**src/design/size_sorted_block_allocator_unit_macros.svh**
```systemverilog
// Assertion macros for the size sorted block allocator.
// Included by the top level; expects a clock named clk and a reset named rst.
`ifndef SIZE_SORTED_BLOCK_ALLOCATOR_UNIT_MACROS_SVH
`define SIZE_SORTED_BLOCK_ALLOCATOR_UNIT_MACROS_SVH
`define SSBA_ASSERT_IMPL(label, ante, cons) \
  label: assert property (@(posedge clk) disable iff (rst) (ante) |-> (cons)) \
    else $error("assertion failed");
`define SSBA_ASSERT_NEXT(label, ante, cons) \
  label: assert property (@(posedge clk) disable iff (rst) (ante) |=> (cons)) \
    else $error("assertion failed");
`endif

```
**src/design/ssba_pkg.sv**
```systemverilog
// Package for the size sorted block allocator: field widths, codes and types.
// Used by ssba_cell and size_sorted_block_allocator_unit.
`timescale 1ns / 1ps
`default_nettype none
package ssba_pkg;
  localparam int ADDR_W = 32;
  localparam int SIZE_W = 27;
  localparam int CNT_OUT_W = 7;
  localparam int DEF_MAX_BLOCKS = 64;
  localparam int DEF_HEADER_BYTES = 32;
  localparam logic [SIZE_W-1:0] SIZE_CAP = 27'd100000000;
  localparam logic [ADDR_W-1:0] HEAP_BASE_RST = 32'd65536;
  localparam logic [ADDR_W-1:0] HEAP_LIMIT_RST = 32'd16777216;

  localparam logic [1:0] REQ_ALLOC = 2'd0;
  localparam logic [1:0] REQ_RELEASE = 2'd1;
  localparam logic [1:0] REQ_RESIZE = 2'd2;

  localparam logic [1:0] ST_OK = 2'd0;
  localparam logic [1:0] ST_BAD_SIZE = 2'd1;
  localparam logic [1:0] ST_NO_ROOM = 2'd2;
  localparam logic [1:0] ST_IGNORED = 2'd3;

  localparam logic CFG_HEAP_BASE = 1'b0;
  localparam logic CFG_HEAP_LIMIT = 1'b1;

  typedef enum logic [1:0] {
    FSM_IDLE,
    FSM_EVAL,
    FSM_ACT,
    FSM_FREE
  } fsm_t;

  typedef enum logic [2:0] {
    CELL_HOLD,
    CELL_MARK_USED,
    CELL_MARK_FREE,
    CELL_LOAD_NEW,
    CELL_TAKE_LEFT
  } cell_op_t;

  typedef struct packed {
    logic fit;
    logic gt;
    logic match;
  } cell_flags_t;

  typedef struct packed {
    logic [1:0] req_type;
    logic [SIZE_W-1:0] req_size;
    logic [ADDR_W-1:0] block_addr;
  } req_t;

  typedef struct packed {
    logic [ADDR_W-1:0] result_addr;
    logic [1:0] status;
    logic [CNT_OUT_W-1:0] free_blocks;
    logic [ADDR_W-1:0] free_bytes;
    logic [CNT_OUT_W-1:0] total_blocks;
    logic [ADDR_W-1:0] total_bytes;
    logic [ADDR_W-1:0] header_bytes;
  } rsp_t;
endpackage
`default_nettype wire

```
**src/design/ssba_cell.sv**
```systemverilog
// One table cell: holds a block's address, size and free mark.
// Compares against the request and takes data from its left neighbor. Uses ssba_pkg.
`timescale 1ns / 1ps
`default_nettype none
module ssba_cell (
  input  wire logic clk,
  input  ssba_pkg::cell_op_t op,
  input  wire logic valid,
  input  wire logic [ssba_pkg::ADDR_W-1:0] left_addr,
  input  wire logic [ssba_pkg::SIZE_W-1:0] left_size,
  input  wire logic left_free,
  input  wire logic [ssba_pkg::ADDR_W-1:0] new_addr,
  input  wire logic [ssba_pkg::SIZE_W-1:0] req_size,
  input  wire logic [ssba_pkg::ADDR_W-1:0] req_addr,
  output logic [ssba_pkg::ADDR_W-1:0] addr,
  output logic [ssba_pkg::SIZE_W-1:0] size,
  output logic free,
  output ssba_pkg::cell_flags_t flags
);
  always_ff @(posedge clk) begin
    case (op)
      ssba_pkg::CELL_MARK_USED: free <= 1'b0;
      ssba_pkg::CELL_MARK_FREE: free <= 1'b1;
      ssba_pkg::CELL_LOAD_NEW: begin
        addr <= new_addr;
        size <= req_size;
        free <= 1'b0;
      end
      ssba_pkg::CELL_TAKE_LEFT: begin
        addr <= left_addr;
        size <= left_size;
        free <= left_free;
      end
      default: begin
      end
    endcase
  end

  assign flags.fit = valid && free && (size >= req_size);
  assign flags.gt = valid && (size > req_size);
  assign flags.match = valid && (addr == req_addr);
endmodule
`default_nettype wire

```
**config.mk**
```make
export PLATFORM = sky130hd
export DESIGN_NAME = ssba_cell
export DESIGN_NICKNAME = d
export VERILOG_FILES = /design/src/design/size_sorted_block_allocator_unit_macros.svh /design/src/design/ssba_pkg.sv /design/src/design/ssba_cell.sv
export SDC_FILE = /design/constraint.sdc
export NUM_CORES = 1
export LEC_CHECK = 0
export BUFFER_PORTS_ARGS = -buffer_cell sky130_fd_sc_hd__buf_4
export CAP_MARGIN = 20
export CORE_MARGIN = 8
export CORE_UTILIZATION = 47
export CTS_CLUSTER_SIZE = 24
export DETAILED_ROUTE_END_ITERATION = 7
export PLACE_DENSITY_LB_ADDON = 0.3
export SLEW_MARGIN = 20
export SYNTH_ARGS = -nofsm -noshare
export SYNTH_HDL_FRONTEND = slang
export SYNTH_SLANG_ARGS = --single-unit
export TNS_END_PERCENT = 5
```
**constraint.sdc**
```tcl
create_clock -name clk -period 7.4 [get_ports clk]
set_input_delay 0.74 -clock clk [delete_from_list [all_inputs] [get_ports clk]]
set_output_delay 0.74 -clock clk [all_outputs]
set_load 0.005 [all_outputs]
```
# [Yosys cells after proc, flatten, opt, wreduce, memory -nomap -nowiden]
# Cells that the tools add are included.
[totals] wordCells=20 in_bits=156 regBits=60 out_inout_bits=63
[op_classes] order_cmp=2 reduce_logical=7 eq_ne=5 n_mux=3
[ops] cell="$pmux W32 S2" n=1
[ops] cell="$pmux W27 S2" n=1
[ops] cell="$eq A32 B32 Y1" n=1
[ops] cell="$ge A27 B27 Y1" n=1
[ops] cell="$gt A27 B27 Y1" n=1
[ops] cell="$eq A3 B2 Y1 const B" n=2
[ops] cell="$logic_and A1 B1 Y1" n=4
[ops] cell="$eq A3 B1 Y1 const B" n=1
[ops] cell="$eq A3 B3 Y1 const B" n=1
[ops] cell="$pmux W1 S3" n=1
[ops] cell="$reduce_bool A3 Y1" n=1
[ops] cell="$reduce_bool A2 Y1" n=1
[ops] cell="$reduce_or A2 Y1" n=1

# [Logic depth before layout (Yosys ltp)]
[depth] word_depth=3 mapped_depth=7 depth_no_buf=7

# [Worst setup path after synthesis]
# OpenSTA, ideal clock, no wires.
[synth_timing] path_kind="in2reg" start="in op[1]" end="reg addr[0] (netlist name) (enable)" stages=2 t_required_ns=6.903 slack_ns=3.203 arrival_ns=3.701 setup_ns=0.497 n_path_buf=0 path_cell_list="nand2b_1 o22ai_1"
[synth_via] elab_chain_cells=2 elab_cells_between_ends=3 cone_classes="eq/ne (2); reduce/logical (1)"
[synth_lines] element="start: declaration" line="ssba_cell.sv:7" source="input ssba_pkg::cell_op_t op,"
[synth_lines] element="$eq A3 B3 Y1 / $eq A3 B2 Y1 (equally long branches)" line="ssba_cell.sv:21" source="case (op)"
[synth_lines] element="$reduce_bool A2 Y1 (no source line) (*)"
[synth_lines] element="end signal: assignment" line="ssba_cell.sv:25" source="addr <= new_addr;"
[synth_lines] element="end signal: assignment" line="ssba_cell.sv:30" source="addr <= left_addr;"
[synth_lines] element="end: declaration" line="ssba_cell.sv:15" source="output logic [ssba_pkg::ADDR_W-1:0] addr,"
# Every way passes the cells marked *; elsewhere a longest branch is shown, timed or not.
# A chain may end at the register's enable or synchronous reset.

==> metrics <==
predominant post-synthesis flop cell edfxtp_1; top cell type's share of synthesized area 0.508; Slew Limit Headroom 0.427; GRT Total Usage 0.199; syn_area_per_cell 11.7 sq um; Root Driver clkbuf_8; die area 10600 sq um; cell accounting for the most synthesized area edfxtp_1; Routed Wire Length 10.9 mm; FF+latch count, synth 60; Clock Pin Slew Worst Setup and Hold Paths 0.07 ns; Final Util 0.748; Core Area 7290 sq um; CTS tree built; Antenna Diode Count 0; outcome finished, final reports clean; RSZ-0062 raised after global routing false; area grow syn2layout 53.6%; final setup vio count 0; Startpoint Class input port; commonest cells in the netlist edfxtp_1 (60), mux2_2 (33), nand2_1 (32); H-tree depth 3; Synth async-reset ratio 0; syn_nets 486; Pwr Density 163 nW/um^2; CP max FO 3; DP Worst Slack around 4.2 ns; dpl cells 613; synth top area cells edfxtp_1 (51%), mux2_2 (10%), ha_1 (9.5%); Warnings, synthesis 0; Final GP Congestion 0.819; Crit path arrival time between 2 and 2.5 ns; Final Slew Violations 0; cell leakage power 2.44 nW; Post-synth EDFFs 60; Fillers between 500 and 600; CTS resizes 0; Final Cycle Share 0.427; Detailed Place HPWL 9.07 mm; cts bufs inserted 9; gr ovfl total 0; met3 global-route usage 0.0655; Clock Sinks 60; Fmax 0.317 GHz; routed length per instance 17.3 um; setup ws final between 4 and 5 ns; DRT antenna net count 0; largest net degree at the start of global routing 86; capturing element type of the critical path primary output; CTS Hold Bufs 0; worst hold-check path type input port to flip-flop; count leader, synth edfxtp_1; GRT met2 Usage 0.367; hold path startpoint left_size[16]; setup_tns 0 ns; busiest grt layer met2; vias per cell ~5.0; Tot Pwr 891 uW; share of cells above drive strength 1 0.512; CP startpoint req_size[25]; 1st-iter DRT viols 77; CTS max path bufs 2; DRT Pass-1 Iters 4; worst slew pin tran 0.860 ns; initial antenna violation count 0; Max-Cap Viols 0; via count 3135; port buffer count between 200 and 250; sequential share of the synthesized area 0.508; Rows 31; Mapped Cells 303; IO Pins 219; Die Y-Extent 103 um; Req. time, crit path ~6.7 ns; Setup CP Type input port to primary output; met1 usage 0.197; starting density of the core 0.487; Netlist cell types 30; Setup Fix Bufs, Post-CTS 0; maximum VDD drop 0.000114 V; nets@finish 708; minimum clock period 3.16 ns; Fin. Hold Viols 0; vias in the first global route between 3000 and 4000; synthesized cell area between 3000 and 4000 sq um; # DRC 0; first-pass GRT wire length 16.1 mm; chip width 103 um; Post-Layout Cell Count ~630
per-layer routing:
layer / wire [um] / part of all wire
met1: 3710 / 0.34
met3: 1010 / 0.093
met5: 0 / 0
met4: 282 / 0.026
met2: 5880 / 0.54
critical path, cell delays in order:
cell     delay, ns
buf_4         0.08
inv_1         0.05
ha_1          0.33
nand4_2       0.15
nor4_2        0.33
and4_1        0.29
and4_1        0.21
o311a_1       0.14
buf_4         0.11
cell usage in the layout, fill, tap and decap left out:
cell      count
buf_4       220
edfxtp_1     60
mux2_2       33
nand2_1      32
o21ai_0      29
xnor2_1      29
inv_1        28
ha_1         27
nand4_1      11
a21oi_1       9
clkbuf_8      9
nor2_1        5
xor2_1        4
nor4_1        3
nand3_1       3
a21o_1        3
a211oi_1      2
and2_2        2
and4_1        2
clkinv_2      2
clkinv_1      2
clkbuf_1      2
nand2b_1      1
nor2_4        1
nor3_1        1
nand4_2       1
nor4_2        1
o31a_2        1
a221o_1       1
a22oi_1       1
o211ai_1      1
o311a_1       1
o211a_1       1
o22ai_4       1
cell type report:
| type | count | area [sq um] | share of cell area |
|---|---|---|---|
| inverters | 28 | 105 | 0.0193 |
| flip-flops and latches | 60 | 1800 | 0.330 |
| multi-input cells | 206 | 1620 | 0.298 |
| well taps | 99 | 124 | 0.0227 |
| repair buffers | 220 | 1650 | 0.303 |
| clock inverters | 4 | 17.5 | 0.00321 |
| clock buffers | 11 | 131 | 0.0241 |
cell families (layout without fill, tap and decap cells):
logic type | after synthesis | in the layout | synth area share
simple gates | 63 | 63 | 0.0885
buf+inv | 37 | 263 | 0.0412
flops | 60 | 60 | 0.508
fa+ha+maj | 27 | 27 | 0.0952
compound gates | 50 | 50 | 0.0814
mux | 33 | 33 | 0.105
xor+xnor | 33 | 33 | 0.0814
power breakdown:
part / switching [mW] / internal (mW)
clock network: 0.119 / 0.116
logic: 0.0868 / 0.136
registers: 0.0195 / 0.412
metrics by stage:
step / instance area (sq um) / hold slack, ns
after floorplan: 3550 / 0.927
after global placement: 5310 / 1.01
after detailed placement: 5310 / 1.02
after CTS: 5450 / 0.679
after global routing: 5450 / 0.680
final: 5450 / 0.696
flip-flops by register name, indices dropped and copies added, names as in the netlist:
register,cells
size,27
free,1
addr,32
final timing paths:
path	to	slack, ns	cells past startpoint
max	flags[2]	4.24	9
min	size[16]$_DFFE_PP_	0.70	3
Power figures use the tool's default switching activity.
